File: config.mk
export PLATFORM = sky130hd
export DESIGN_NAME = smoothed_safe_arm_joint_move_top
export DESIGN_NICKNAME = d
export VERILOG_FILES = /design/src/rtl/core/ssajm_pkg.sv /design/src/rtl/core/ssajm_mul.sv /design/src/rtl/core/ssajm_cordic.sv /design/src/rtl/core/smoothed_safe_arm_joint_move_top.sv
export SDC_FILE = /design/constraint.sdc
export NUM_CORES = 2
export LEC_CHECK = 0
export BUFFER_PORTS_ARGS = -buffer_cell sky130_fd_sc_hd__buf_2
export CORE_MARGIN = 2
export CORE_UTILIZATION = 35
export CTS_BUF_LIST = sky130_fd_sc_hd__clkbuf_8
export DETAILED_ROUTE_END_ITERATION = 10
export SLEW_MARGIN = 20
export SYNTH_ARGS = -nofsm -noshare
export SYNTH_HDL_FRONTEND = slang
export SYNTH_SLANG_ARGS = --single-unit
File: constraint.sdc
create_clock -name i_clk -period 10.3 [get_ports i_clk]
set_input_delay 1.03 -clock i_clk [delete_from_list [all_inputs] [get_ports i_clk]]
set_output_delay 1.03 -clock i_clk [all_outputs]
set_load 0.05 [all_outputs]
File: src/rtl/core/ssajm_pkg.sv
package ssajm_pkg;

    // angles in 1/256 degree
    localparam int FULL_TURN = 92160;
    localparam int HALF_TURN = 46080;
    localparam int QUARTER   = 23040;

    localparam int CORDIC_ITERS = 16;
    localparam int CORDIC_X0    = 39797;

    // step gain 0.09 in Q16
    localparam int STEP_GAIN = 5898;

    localparam int MUL_W = 25;

    // CORDIC arctangent, 1/65536 degree
    function automatic logic signed [24:0] atan_val(input logic [3:0] i);
        case (i)
            4'd0:    return 25'sd2949120;
            4'd1:    return 25'sd1740967;
            4'd2:    return 25'sd919879;
            4'd3:    return 25'sd466945;
            4'd4:    return 25'sd234379;
            4'd5:    return 25'sd117304;
            4'd6:    return 25'sd58666;
            4'd7:    return 25'sd29335;
            4'd8:    return 25'sd14668;
            4'd9:    return 25'sd7334;
            4'd10:   return 25'sd3667;
            4'd11:   return 25'sd1833;
            4'd12:   return 25'sd917;
            4'd13:   return 25'sd458;
            4'd14:   return 25'sd229;
            4'd15:   return 25'sd115;
            default: return 25'sd0;
        endcase
    endfunction

endpackage

File: src/rtl/core/ssajm_mul.sv
module ssajm_mul (
    input  logic                                 i_clk,
    input  logic                                 i_rst_n,
    input  logic                                 i_start,
    input  logic signed [ssajm_pkg::MUL_W-1:0]   i_a,
    input  logic signed [ssajm_pkg::MUL_W-1:0]   i_b,
    output logic                                 o_done,
    output logic signed [2*ssajm_pkg::MUL_W-1:0] o_p
);
    import ssajm_pkg::*;

    logic [MUL_W-1:0]   r_ma;
    logic [MUL_W-1:0]   r_mb;
    logic [2*MUL_W-1:0] r_acc;
    logic [4:0]         r_cnt;
    logic               r_neg;
    logic               r_busy;
    logic               r_fin;
    logic               r_done;
    logic [MUL_W:0]     sum;

    // one multiplier bit per cycle, accumulating into the upper half
    assign sum = {1'b0, r_acc[2*MUL_W-1:MUL_W]} + (r_mb[0] ? {1'b0, r_ma} : '0);

    always_ff @(posedge i_clk) begin
        if (!i_rst_n) begin
            r_busy <= 1'b0;
            r_fin  <= 1'b0;
            r_done <= 1'b0;
        end else begin
            if (i_start) begin
                r_ma   <= i_a[MUL_W-1] ? MUL_W'(-i_a) : i_a;
                r_mb   <= i_b[MUL_W-1] ? MUL_W'(-i_b) : i_b;
                r_neg  <= i_a[MUL_W-1] ^ i_b[MUL_W-1];
                r_acc  <= '0;
                r_cnt  <= '0;
                r_busy <= 1'b1;
                r_done <= 1'b0;
            end else if (r_busy) begin
                r_acc  <= {sum, r_acc[MUL_W-1:1]};
                r_mb   <= r_mb >> 1;
                r_cnt  <= r_cnt + 5'd1;
                r_done <= 1'b0;
                if (r_cnt == 5'(MUL_W - 1)) begin
                    r_busy <= 1'b0;
                    r_fin  <= 1'b1;
                end
            end else if (r_fin) begin
                r_fin  <= 1'b0;
                o_p    <= r_neg ? (~r_acc + 50'd1) : r_acc;
                r_done <= 1'b1;
            end else begin
                r_done <= 1'b0;
            end
        end
    end

    assign o_done = r_done;

endmodule

File: src/rtl/core/ssajm_cordic.sv
module ssajm_cordic (
    input  logic               i_clk,
    input  logic               i_rst_n,
    input  logic               i_start,
    input  logic signed [15:0] i_ang,
    input  logic               i_flip,
    output logic               o_done,
    output logic signed [19:0] o_sin,
    output logic signed [19:0] o_cos
);
    import ssajm_pkg::*;

    logic signed [19:0] r_x;
    logic signed [19:0] r_y;
    logic signed [24:0] r_z;
    logic [3:0]         r_i;
    logic               r_flip;
    logic               r_busy;
    logic               r_fin;
    logic               r_done;
    logic signed [19:0] dx;
    logic signed [19:0] dy;

    assign dx = r_y >>> r_i;
    assign dy = r_x >>> r_i;

    always_ff @(posedge i_clk) begin
        if (!i_rst_n) begin
            r_busy <= 1'b0;
            r_fin  <= 1'b0;
            r_done <= 1'b0;
        end else begin
            if (i_start) begin
                r_x    <= 20'sd39797;
                r_y    <= '0;
                r_z    <= {i_ang[15], i_ang, 8'd0};
                r_flip <= i_flip;
                r_i    <= '0;
                r_busy <= 1'b1;
                r_done <= 1'b0;
            end else if (r_busy) begin
                if (r_z >= 0) begin
                    r_x <= r_x - dx;
                    r_y <= r_y + dy;
                    r_z <= r_z - atan_val(r_i);
                end else begin
                    r_x <= r_x + dx;
                    r_y <= r_y - dy;
                    r_z <= r_z + atan_val(r_i);
                end
                r_i    <= r_i + 4'd1;
                r_done <= 1'b0;
                if (r_i == 4'(CORDIC_ITERS - 1)) begin
                    r_busy <= 1'b0;
                    r_fin  <= 1'b1;
                end
            end else if (r_fin) begin
                r_fin  <= 1'b0;
                o_sin  <= r_y;
                o_cos  <= r_flip ? -r_x : r_x;
                r_done <= 1'b1;
            end else begin
                r_done <= 1'b0;
            end
        end
    end

    assign o_done = r_done;

endmodule

File: src/rtl/core/smoothed_safe_arm_joint_move_top.sv
// Smoothed, workspace-checked joint move for a base-rotating two-link arm. One target is
// accepted at a time (o_ready high only when idle). The first target after reset is applied
// at once and gives one result; later targets are approached in steps of 0.09 of the
// remaining difference until every joint is within one degree, at most MAX_STEPS steps,
// each step giving one result and the last one flagged with last_step. A target already
// reached gives no result. A step that passes the safety check runs three gain products,
// three 16-iteration CORDIC passes, five products for kinematics and the squared radius,
// and three servo products each followed by a restoring division. A blocked step has no
// servo products and a step with the check skipped has no CORDIC passes or kinematics
// products; each servo count that saturates skips its division, and the first target
// after reset has no gain products. One shared bit-serial multiplier forms every product,
// and a step waits before its result while the previous one is held for i_ready.
module smoothed_safe_arm_joint_move_top #(
    parameter int MAX_STEPS = 64
) (
    input  logic        i_clk,
    input  logic        i_rst_n,
    input  logic        i_valid,
    output logic        o_ready,
    input  logic [11:0] i_base_target,
    input  logic [11:0] i_shoulder_target,
    input  logic [12:0] i_elbow_target,
    input  logic        i_skip_check,
    output logic        o_valid,
    input  logic        i_ready,
    output logic [9:0]  o_base_servo,
    output logic [9:0]  o_shoulder_servo,
    output logic [9:0]  o_elbow_servo,
    output logic        o_blocked,
    output logic        o_last_step
);
    import ssajm_pkg::*;

    localparam int CNT_W = $clog2(MAX_STEPS);
    localparam logic [49:0] R2_LIM = 50'd841813590016;  // 49 * 2^34

    typedef enum logic [4:0] {
        S_IDLE, S_ADV, S_ADV_W, S_CALC, S_COR, S_COR_W, S_KIN, S_MY, S_MY_W,
        S_MX, S_MX_W, S_SQ, S_SQ_W, S_CHK, S_SRV, S_SRV_W, S_DIV, S_EMIT
    } t_state;

    typedef struct packed {
        logic               flip;
        logic signed [15:0] r;
    } t_ang;

    t_state             r_state;
    logic               r_started;
    logic               r_first;
    logic               r_skip;
    logic [CNT_W-1:0]   r_cnt;
    logic [1:0]         r_j;
    logic [3:0]         r_bits;
    logic signed [17:0] r_held [3];
    logic signed [17:0] r_tgt  [3];
    logic signed [19:0] r_sin  [3];
    logic signed [19:0] r_cos  [3];
    logic               r_adv_neg;
    logic signed [24:0] r_r;
    logic signed [24:0] r_zk;
    logic signed [24:0] r_x;
    logic signed [24:0] r_y;
    logic [49:0]        r_sq;
    logic               r_blk;
    logic [9:0]         r_srv  [3];
    logic [33:0]        r_rem;
    logic [33:0]        r_dsh;
    logic [8:0]         r_q;

    logic                r_mul_go;
    logic signed [24:0]  r_mul_a;
    logic signed [24:0]  r_mul_b;
    logic                mul_done;
    logic signed [49:0]  mul_p;
    logic                r_cor_go;
    logic signed [15:0]  r_cor_ang;
    logic                r_cor_flip;
    logic                cor_done;
    logic signed [19:0]  cor_sin;
    logic signed [19:0]  cor_cos;

    logic               r_o_valid;
    logic [9:0]         r_o_base;
    logic [9:0]         r_o_sh;
    logic [9:0]         r_o_el;
    logic               r_o_blk;
    logic               r_o_last;

    function automatic logic far(input logic signed [17:0] h, input logic signed [17:0] t);
        logic signed [18:0] d;
        d = 19'(t) - 19'(h);
        return (d > 19'sd256) || (d < -19'sd256);
    endfunction

    function automatic t_ang reduce_ang(input logic signed [19:0] a);
        logic signed [19:0] v;
        t_ang o;
        v = a;
        if (v >= 20'(FULL_TURN)) v = 20'(v - FULL_TURN);
        else if (v <= -20'(FULL_TURN)) v = 20'(v + FULL_TURN);
        if (v >= 20'(HALF_TURN)) v = 20'(v - FULL_TURN);
        else if (v < -20'(HALF_TURN)) v = 20'(v + FULL_TURN);
        o.flip = 1'b0;
        if (v > 20'(QUARTER)) begin
            v = 20'(HALF_TURN - v);
            o.flip = 1'b1;
        end else if (v < -20'(QUARTER)) begin
            v = 20'(-HALF_TURN - v);
            o.flip = 1'b1;
        end
        o.r = v[15:0];
        return o;
    endfunction

    // 23*a + 32*b
    function automatic logic signed [24:0] lin_sum(input logic signed [19:0] a,
                                                   input logic signed [19:0] b);
        logic signed [24:0] ax;
        logic signed [24:0] bx;
        ax = 25'(a);
        bx = 25'(b);
        return (ax <<< 4) + (ax <<< 2) + (ax <<< 1) + ax + (bx <<< 5);
    endfunction

    // servo map: angle offset, output span, omin*den, den
    function automatic logic signed [19:0] srv_ofs(input logic [1:0] j);
        case (j)
            2'd0:    return 20'sd16640;
            2'd1:    return -20'sd8960;
            default: return 20'sd0;
        endcase
    endfunction

    function automatic logic signed [24:0] srv_slope(input logic [1:0] j);
        case (j)
            2'd0:    return 25'sd1023;
            2'd1:    return 25'sd620;
            default: return -25'sd930;
        endcase
    endfunction

    function automatic logic signed [31:0] srv_base(input logic [1:0] j);
        case (j)
            2'd0:    return 32'sd0;
            2'd1:    return 32'sd8537600;
            default: return 32'sd65664000;
        endcase
    endfunction

    function automatic logic [17:0] srv_den(input logic [1:0] j);
        case (j)
            2'd0:    return 18'd33280;
            2'd1:    return 18'd37120;
            default: return 18'd69120;
        endcase
    endfunction

    logic signed [17:0] in_tgt [3];
    logic               in_far;
    logic signed [18:0] adv_diff;
    logic [18:0]        adv_mag;
    logic [31:0]        adv_rnd;
    logic [14:0]        adv_d;
    logic signed [19:0] cor_sel;
    t_ang               cor_red;
    logic signed [31:0] srv_num;
    logic [33:0]        srv_n;
    logic [33:0]        srv_lim;
    logic               div_ge;
    logic               step_last;

    assign in_tgt[0] = {{2{i_base_target[11]}}, i_base_target, 4'd0};
    assign in_tgt[1] = {2'd0, i_shoulder_target, 4'd0};
    assign in_tgt[2] = {1'b0, i_elbow_target, 4'd0};
    assign in_far = far(r_held[0], in_tgt[0]) || far(r_held[1], in_tgt[1])
                 || far(r_held[2], in_tgt[2]);

    assign adv_diff = 19'(r_tgt[r_j]) - 19'(r_held[r_j]);
    assign adv_mag  = adv_diff[18] ? 19'(-adv_diff) : adv_diff;
    assign adv_rnd  = mul_p[31:0] + 32'd32768;
    assign adv_d    = adv_rnd[30:16];

    always_comb begin
        case (r_j)
            2'd0:    cor_sel = 20'(r_held[1]);
            2'd1:    cor_sel = 20'(r_held[2]) - 20'(HALF_TURN) + 20'(r_held[1]);
            default: cor_sel = 20'(r_held[0]);
        endcase
    end
    assign cor_red = reduce_ang(cor_sel);

    assign srv_num = srv_base(r_j) + $signed(mul_p[31:0]);
    assign srv_n   = 34'({srv_num, 1'b0}) + 34'(srv_den(r_j));
    assign srv_lim = 34'(srv_den(r_j)) << 11;
    assign div_ge  = r_rem >= r_dsh;

    assign step_last = r_first || (r_cnt == CNT_W'(MAX_STEPS - 1))
                    || !(far(r_held[0], r_tgt[0]) || far(r_held[1], r_tgt[1])
                         || far(r_held[2], r_tgt[2]));

    ssajm_mul u_mul (
        .i_clk   (i_clk),
        .i_rst_n (i_rst_n),
        .i_start (r_mul_go),
        .i_a     (r_mul_a),
        .i_b     (r_mul_b),
        .o_done  (mul_done),
        .o_p     (mul_p)
    );

    ssajm_cordic u_cordic (
        .i_clk   (i_clk),
        .i_rst_n (i_rst_n),
        .i_start (r_cor_go),
        .i_ang   (r_cor_ang),
        .i_flip  (r_cor_flip),
        .o_done  (cor_done),
        .o_sin   (cor_sin),
        .o_cos   (cor_cos)
    );

    always_ff @(posedge i_clk) begin
        if (!i_rst_n) begin
            r_state   <= S_IDLE;
            r_started <= 1'b0;
            r_first   <= 1'b0;
            r_cnt     <= '0;
            r_j       <= '0;
            r_mul_go  <= 1'b0;
            r_cor_go  <= 1'b0;
            r_o_valid <= 1'b0;
        end else begin
            // S_EMIT refills the output register itself
            if (r_o_valid && i_ready && r_state != S_EMIT) r_o_valid <= 1'b0;
            case (r_state)
                S_IDLE: begin
                    if (i_valid) begin
                        for (int k = 0; k < 3; k++) r_tgt[k] <= in_tgt[k];
                        r_skip <= i_skip_check;
                        r_cnt  <= '0;
                        r_j    <= '0;
                        if (!r_started) begin
                            for (int k = 0; k < 3; k++) r_held[k] <= in_tgt[k];
                            r_started <= 1'b1;
                            r_first   <= 1'b1;
                            r_state   <= S_CALC;
                        end else begin
                            r_first <= 1'b0;
                            if (in_far) r_state <= S_ADV;
                        end
                    end
                end
                S_ADV: begin
                    r_mul_a   <= 25'(adv_mag);
                    r_mul_b   <= 25'(STEP_GAIN);
                    r_adv_neg <= adv_diff[18];
                    r_mul_go  <= 1'b1;
                    r_state   <= S_ADV_W;
                end
                S_ADV_W: begin
                    r_mul_go <= 1'b0;
                    if (mul_done) begin
                        r_held[r_j] <= r_adv_neg ? r_held[r_j] - 18'(adv_d)
                                                 : r_held[r_j] + 18'(adv_d);
                        if (r_j == 2'd2) begin
                            r_j     <= '0;
                            r_state <= S_CALC;
                        end else begin
                            r_j     <= r_j + 2'd1;
                            r_state <= S_ADV;
                        end
                    end
                end
                S_CALC: begin
                    r_j     <= '0;
                    r_blk   <= 1'b0;
                    r_state <= r_skip ? S_SRV : S_COR;
                end
                S_COR: begin
                    r_cor_ang  <= cor_red.r;
                    r_cor_flip <= cor_red.flip;
                    r_cor_go   <= 1'b1;
                    r_state    <= S_COR_W;
                end
                S_COR_W: begin
                    r_cor_go <= 1'b0;
                    if (cor_done) begin
                        r_sin[r_j] <= cor_sin;
                        r_cos[r_j] <= cor_cos;
                        if (r_j == 2'd2) begin
                            r_state <= S_KIN;
                        end else begin
                            r_j     <= r_j + 2'd1;
                            r_state <= S_COR;
                        end
                    end
                end
                S_KIN: begin
                    r_r     <= lin_sum(r_cos[0], r_cos[1]);
                    r_zk    <= lin_sum(r_sin[0], r_sin[1]);
                    r_state <= S_MY;
                end
                S_MY: begin
                    r_mul_a  <= r_r;
                    r_mul_b  <= 25'(r_cos[2]);
                    r_mul_go <= 1'b1;
                    r_state  <= S_MY_W;
                end
                S_MY_W: begin
                    r_mul_go <= 1'b0;
                    if (mul_done) begin
                        r_y     <= mul_p[40:16];
                        r_state <= S_MX;
                    end
                end
                S_MX: begin
                    r_mul_a  <= -r_r;
                    r_mul_b  <= 25'(r_sin[2]);
                    r_mul_go <= 1'b1;
                    r_state  <= S_MX_W;
                end
                S_MX_W: begin
                    r_mul_go <= 1'b0;
                    if (mul_done) begin
                        r_x     <= mul_p[40:16];
                        r_sq    <= '0;
                        r_j     <= '0;
                        r_state <= S_SQ;
                    end
                end
                S_SQ: begin
                    case (r_j)
                        2'd0: begin
                            r_mul_a <= r_x;
                            r_mul_b <= r_x;
                        end
                        2'd1: begin
                            r_mul_a <= r_y;
                            r_mul_b <= r_y;
                        end
                        default: begin
                            r_mul_a <= r_zk + 25'sd655360;
                            r_mul_b <= r_zk + 25'sd655360;
                        end
                    endcase
                    r_mul_go <= 1'b1;
                    r_state  <= S_SQ_W;
                end
                S_SQ_W: begin
                    r_mul_go <= 1'b0;
                    if (mul_done) begin
                        r_sq <= r_sq + mul_p;
                        if (r_j == 2'd2) begin
                            r_state <= S_CHK;
                        end else begin
                            r_j     <= r_j + 2'd1;
                            r_state <= S_SQ;
                        end
                    end
                end
                S_CHK: begin
                    r_j <= '0;
                    if (r_sq < R2_LIM || r_zk < -25'sd655360 || r_zk > 25'sd3145728
                        || r_y < -25'sd131072) begin
                        r_blk <= 1'b1;
                        for (int k = 0; k < 3; k++) r_srv[k] <= '0;
                        r_state <= S_EMIT;
                    end else begin
                        r_state <= S_SRV;
                    end
                end
                S_SRV: begin
                    r_mul_a  <= 25'(20'(r_held[r_j]) + srv_ofs(r_j));
                    r_mul_b  <= srv_slope(r_j);
                    r_mul_go <= 1'b1;
                    r_state  <= S_SRV_W;
                end
                S_SRV_W: begin
                    r_mul_go <= 1'b0;
                    if (mul_done) begin
                        if (srv_num[31] || srv_n >= srv_lim) begin
                            // negative rounds to zero, at or above full scale saturates
                            r_srv[r_j] <= srv_num[31] ? 10'd0 : 10'd1023;
                            if (r_j == 2'd2) begin
                                r_state <= S_EMIT;
                            end else begin
                                r_j     <= r_j + 2'd1;
                                r_state <= S_SRV;
                            end
                        end else begin
                            r_rem   <= srv_n;
                            r_dsh   <= 34'(srv_den(r_j)) << 10;
                            r_bits  <= '0;
                            r_state <= S_DIV;
                        end
                    end
                end
                S_DIV: begin
                    if (div_ge) r_rem <= r_rem - r_dsh;
                    r_dsh  <= r_dsh >> 1;
                    r_q    <= {r_q[7:0], div_ge};
                    r_bits <= r_bits + 4'd1;
                    if (r_bits == 4'd9) begin
                        r_srv[r_j] <= {r_q, div_ge};
                        if (r_j == 2'd2) begin
                            r_state <= S_EMIT;
                        end else begin
                            r_j     <= r_j + 2'd1;
                            r_state <= S_SRV;
                        end
                    end
                end
                S_EMIT: begin
                    if (!r_o_valid || i_ready) begin
                        r_o_valid <= 1'b1;
                        r_o_base  <= r_srv[0];
                        r_o_sh    <= r_srv[1];
                        r_o_el    <= r_srv[2];
                        r_o_blk   <= r_blk;
                        r_o_last  <= step_last;
                        r_j       <= '0;
                        if (step_last) begin
                            r_state <= S_IDLE;
                        end else begin
                            r_cnt   <= r_cnt + CNT_W'(1);
                            r_state <= S_ADV;
                        end
                    end
                end
                default: r_state <= S_IDLE;
            endcase
        end
    end

    assign o_ready          = (r_state == S_IDLE);
    assign o_valid          = r_o_valid;
    assign o_base_servo     = r_o_base;
    assign o_shoulder_servo = r_o_sh;
    assign o_elbow_servo    = r_o_el;
    assign o_blocked        = r_o_blk;
    assign o_last_step      = r_o_last;

    a_blk_zero: assert property (@(posedge i_clk) disable iff (!i_rst_n)
        (o_valid && o_blocked) |->
            (o_base_servo == 10'd0 && o_shoulder_servo == 10'd0 && o_elbow_servo == 10'd0))
        else $error("blocked result with nonzero servo count");

    a_first_busy: assert property (@(posedge i_clk) disable iff (!i_rst_n)
        (i_valid && o_ready && !r_started) |=> !o_ready)
        else $error("first target produced no step");

    a_adv_started: assert property (@(posedge i_clk) disable iff (!i_rst_n)
        (r_state == S_ADV) |-> r_started)
        else $error("stepping before any target");

endmodule
==> flow_summary.ini <==
[outcome]
status = completed

[setup_path]
cp-startpoint = r_j[1]$_SDFFE_PN0P_
cp_common_cell = nand4_1
r2r_cells = 33
worstPathRequired_ns = 10.83
cp-endpoint = r_srv[1][1]$_SDFFCE_PN0P_
arrival_ns = 8.69
crit_path_start_kind = flip-flop
r2r-start = r_j[1]$_SDFFE_PN0P_
ff2ff_setup_slack_ns = 2.14
crit_type = reg2reg
max_stage_delay_ns = 0.58
critPathMaxFanout = 47
crit_slowest_cell = a31o_2
critPathCaptureType = flip-flop
worstReg2RegEnd = r_srv[1][1]$_SDFFCE_PN0P_

[pwr]
p_leak_nw = 25.1
ir_drop_v = 0.000490
power_per_cell_area_mw_per_mm2 = 223

[sta]
setup_viol = 0
slew_viol_final = 0
finalCriticalPeriod_ns = 8.16
rsz0062_at_grt = false
fin_skew_ns = 0.0345
tightest_slew_ns = 1.09
hold_viol_final = 0
fin_crit_sh_pct = 79.3
tns_ns = 0
relSlewSlack_pct = 27.2
max_freq_ghz = 0.122

[placement]
place.gp.congestion = 0.917
post-dp-hpwl_mm = 121
numPortBuffers = 75
placed_cells = 7851

[floorplan]
dieHeight_um = 418
rows = 151
core-area_mm2 = 0.170
dieArea_mm2 = 0.174
ios = 76
dieWidth_um = 418
start_util_pct = 35.3

[synth]
synth_edf_count = 851
seq_area_frac_synth_pct = 44.3
synth_ff_type = edfxtp_1
synthArstFlopShare_pct = 0
postSynthCellCount = 5688
syn_nets = 6294
synthesis.area_mm2 = 0.0599
synth_cell_types = 101
synth.avg_cell_area_um2 = 10.5
ys.warnings.count = 0
ys_ff_latch = 899

[cts]
cts_resized = 0
root_buffer = clkbuf_8
cts_buffers = 153
insertion_delay_ns = 0.89
cts_max_level = 4
hold_buffers = 0
clock-sinks = 899
clockBufferDepth = 3
clk_pin_slew_worst_paths_ns = 0.06
cts_setup_buffers = 0
cts_tree = done

[drt]
wl_mm = 160
first_pass_iters = 6
num_vias = 43800
routed_via_density = 5.38
drtAntennaViolNets = 0
drc_errors = 0
drt-initial-drc-count = 3449
routedWlPerCell_um = 19.7

[final_layout]
fill_cells = 16600
instances_no_fill = 8132
nets = 6394
multi_input_area_mm2 = 0.0316
seqCellArea_mm2 = 0.0265
drive_above_1_share_pct = 8.76
synthToLayoutAreaGrowth_pct = 9.78

[global_route]
grt_pass1_vias = 42200
grt.total_usage_pct = 18.1
grt_pass1_wl_mm = 246
antenna_found_initial = 5
grt_max_degree = 86
grt.overflow.total = 0

[flow_run]
cap_viol_max_count = 0

[hold_path]
hp-class = in2reg
critical path: cells and delay by family (launching register included):
| kind | cells | cell delay [ns] |
|---|---|---|
| AND/OR/NAND/NOR | 14 | 2.65 |
| flip-flops | 1 | 0.34 |
| buffers and inverters | 2 | 0.23 |
| XOR/XNOR | 2 | 0.59 |
| AO/OA/AOI/OAI | 11 | 2.42 |
| adder cells (fa/ha/maj) | 4 | 1.58 |
placed cells by master, fill, tap and decap left out, types with 34 or more instances in the layout:
master    count
inv_1       357
nor4_1       43
nand2_1     461
nor2b_1      93
mux2i_1      71
nor2_1      415
fa_1        114
nand2b_1     67
mux2_2       57
a211oi_1     34
o21a_1       55
xor2_1      188
dfxtp_1      44
o31ai_1      72
nand3_1      83
nor3_1      124
buf_2        75
clkbuf_8    158
and2_1       43
o21ai_0     344
edfxtp_1    851
a21o_1       87
a22oi_1      44
xnor2_1     342
a21boi_0     41
a21oi_1     385
buf_4        53
and3_1       73
or3_1        67
ha_1        448
o21bai_1     71
cells in the mapped netlist (all sizes together) (93+ instances only):
master / instances / area share, %
xor2: 189 / 2.8
o21ai: 357 / 3.0
nor3: 135 / 1.1
inv: 309 / 1.9
nand2: 462 / 2.9
nor2: 418 / 2.6
edfxtp: 851 / 43
a21oi: 388 / 3.3
nor2b: 93 / 0.97
ha: 450 / 9.4
fa: 114 / 3.8
xnor2: 343 / 5.0
clkbuf: 154 / 0.97
cell type report:
cell class,count,area share (%)
inverter,311,1.78
tap,2218,4.22
clock buffer,158,3.31
clock inverter,119,1.06
multi-input combinational,4295,48.1
antenna,4,0.0152
sequential,899,40.4
timing repair buffer,128,1.18
through the flow:
step	hold WS (ns)	utilization [%]	setup slack (ns)	total power, W	cell area [um^2]
after floorplan	0.400	-	2.16	0.00989	59900
after global placement	0.408	37.0	2.60	0.0114	62800
after detailed placement	0.405	37.0	2.41	0.0115	62800
after CTS	0.277	38.7	2.33	0.0147	65700
after global routing	0.323	38.7	1.51	0.0156	65700
final	0.369	38.7	2.14	0.0146	65700
flip-flops by register name (all words and copies together), names as in the netlist, 27 cells and up, named ones only:
register     count
r_cos           60
r_held          72
r_sq            50
r_tgt           37
r_rem           34
r_dsh           27
u_mul.r_acc     50
r_sin           60
u_mul.o_p       50
r_srv           30
cell families (layout without fill, tap and decap cells):
family	Yosys count	after routing	share of synthesized area, %
AO/OA/AOI/OAI	1392	1392	14.8
XOR/XNOR	532	532	7.81
adder cells (fa/ha/maj)	564	564	13.2
buffers and inverters	494	716	3.14
flip-flops	899	899	44.3
multiplexers	153	153	3.20
other	0	4	0
AND/OR/NAND/NOR	1654	1654	13.5
how the worst min path moves through the flow:
stage / slack (ns) / cells after the start / end / startpoint
2_1_floorplan: 0.40 / 0 / o_base_servo[0]$_DFFE_PP_ / r_srv[0][0]$_SDFFCE_PN0P_
3_3_place_gp: 0.41 / 0 / o_base_servo[7]$_DFFE_PP_ / r_srv[0][7]$_SDFFCE_PN0P_
3_5_place_dp: 0.41 / 0 / o_elbow_servo[9]$_DFFE_PP_ / r_srv[2][9]$_SDFFCE_PN0P_
4_1_cts: 0.28 / 1 / r_tgt[2][4]$_DFFE_PP_ / i_elbow_target[4]
5_1_grt: 0.32 / 1 / r_skip$_DFFE_PP_ / i_skip_check
6_report: 0.37 / 1 / r_tgt[2][4]$_DFFE_PP_ / i_elbow_target[4]
where the power goes:
group / switching, W / total, W / internal [W]
sequential: 0.000328 / 0.00504 / 0.00471
combinational: 0.00397 / 0.00648 / 0.00252
clock: 0.00156 / 0.00312 / 0.00156
layer usage:
layer	up-vias	GRT usage [%]	wire, um
li1	21200	-	-
met1	21300	24.5	72600
met2	1134	29.5	74000
met3	235	2.89	9460
met4	2	5.56	3850
met5	-	0	13
Power figures use the tool's default switching activity.
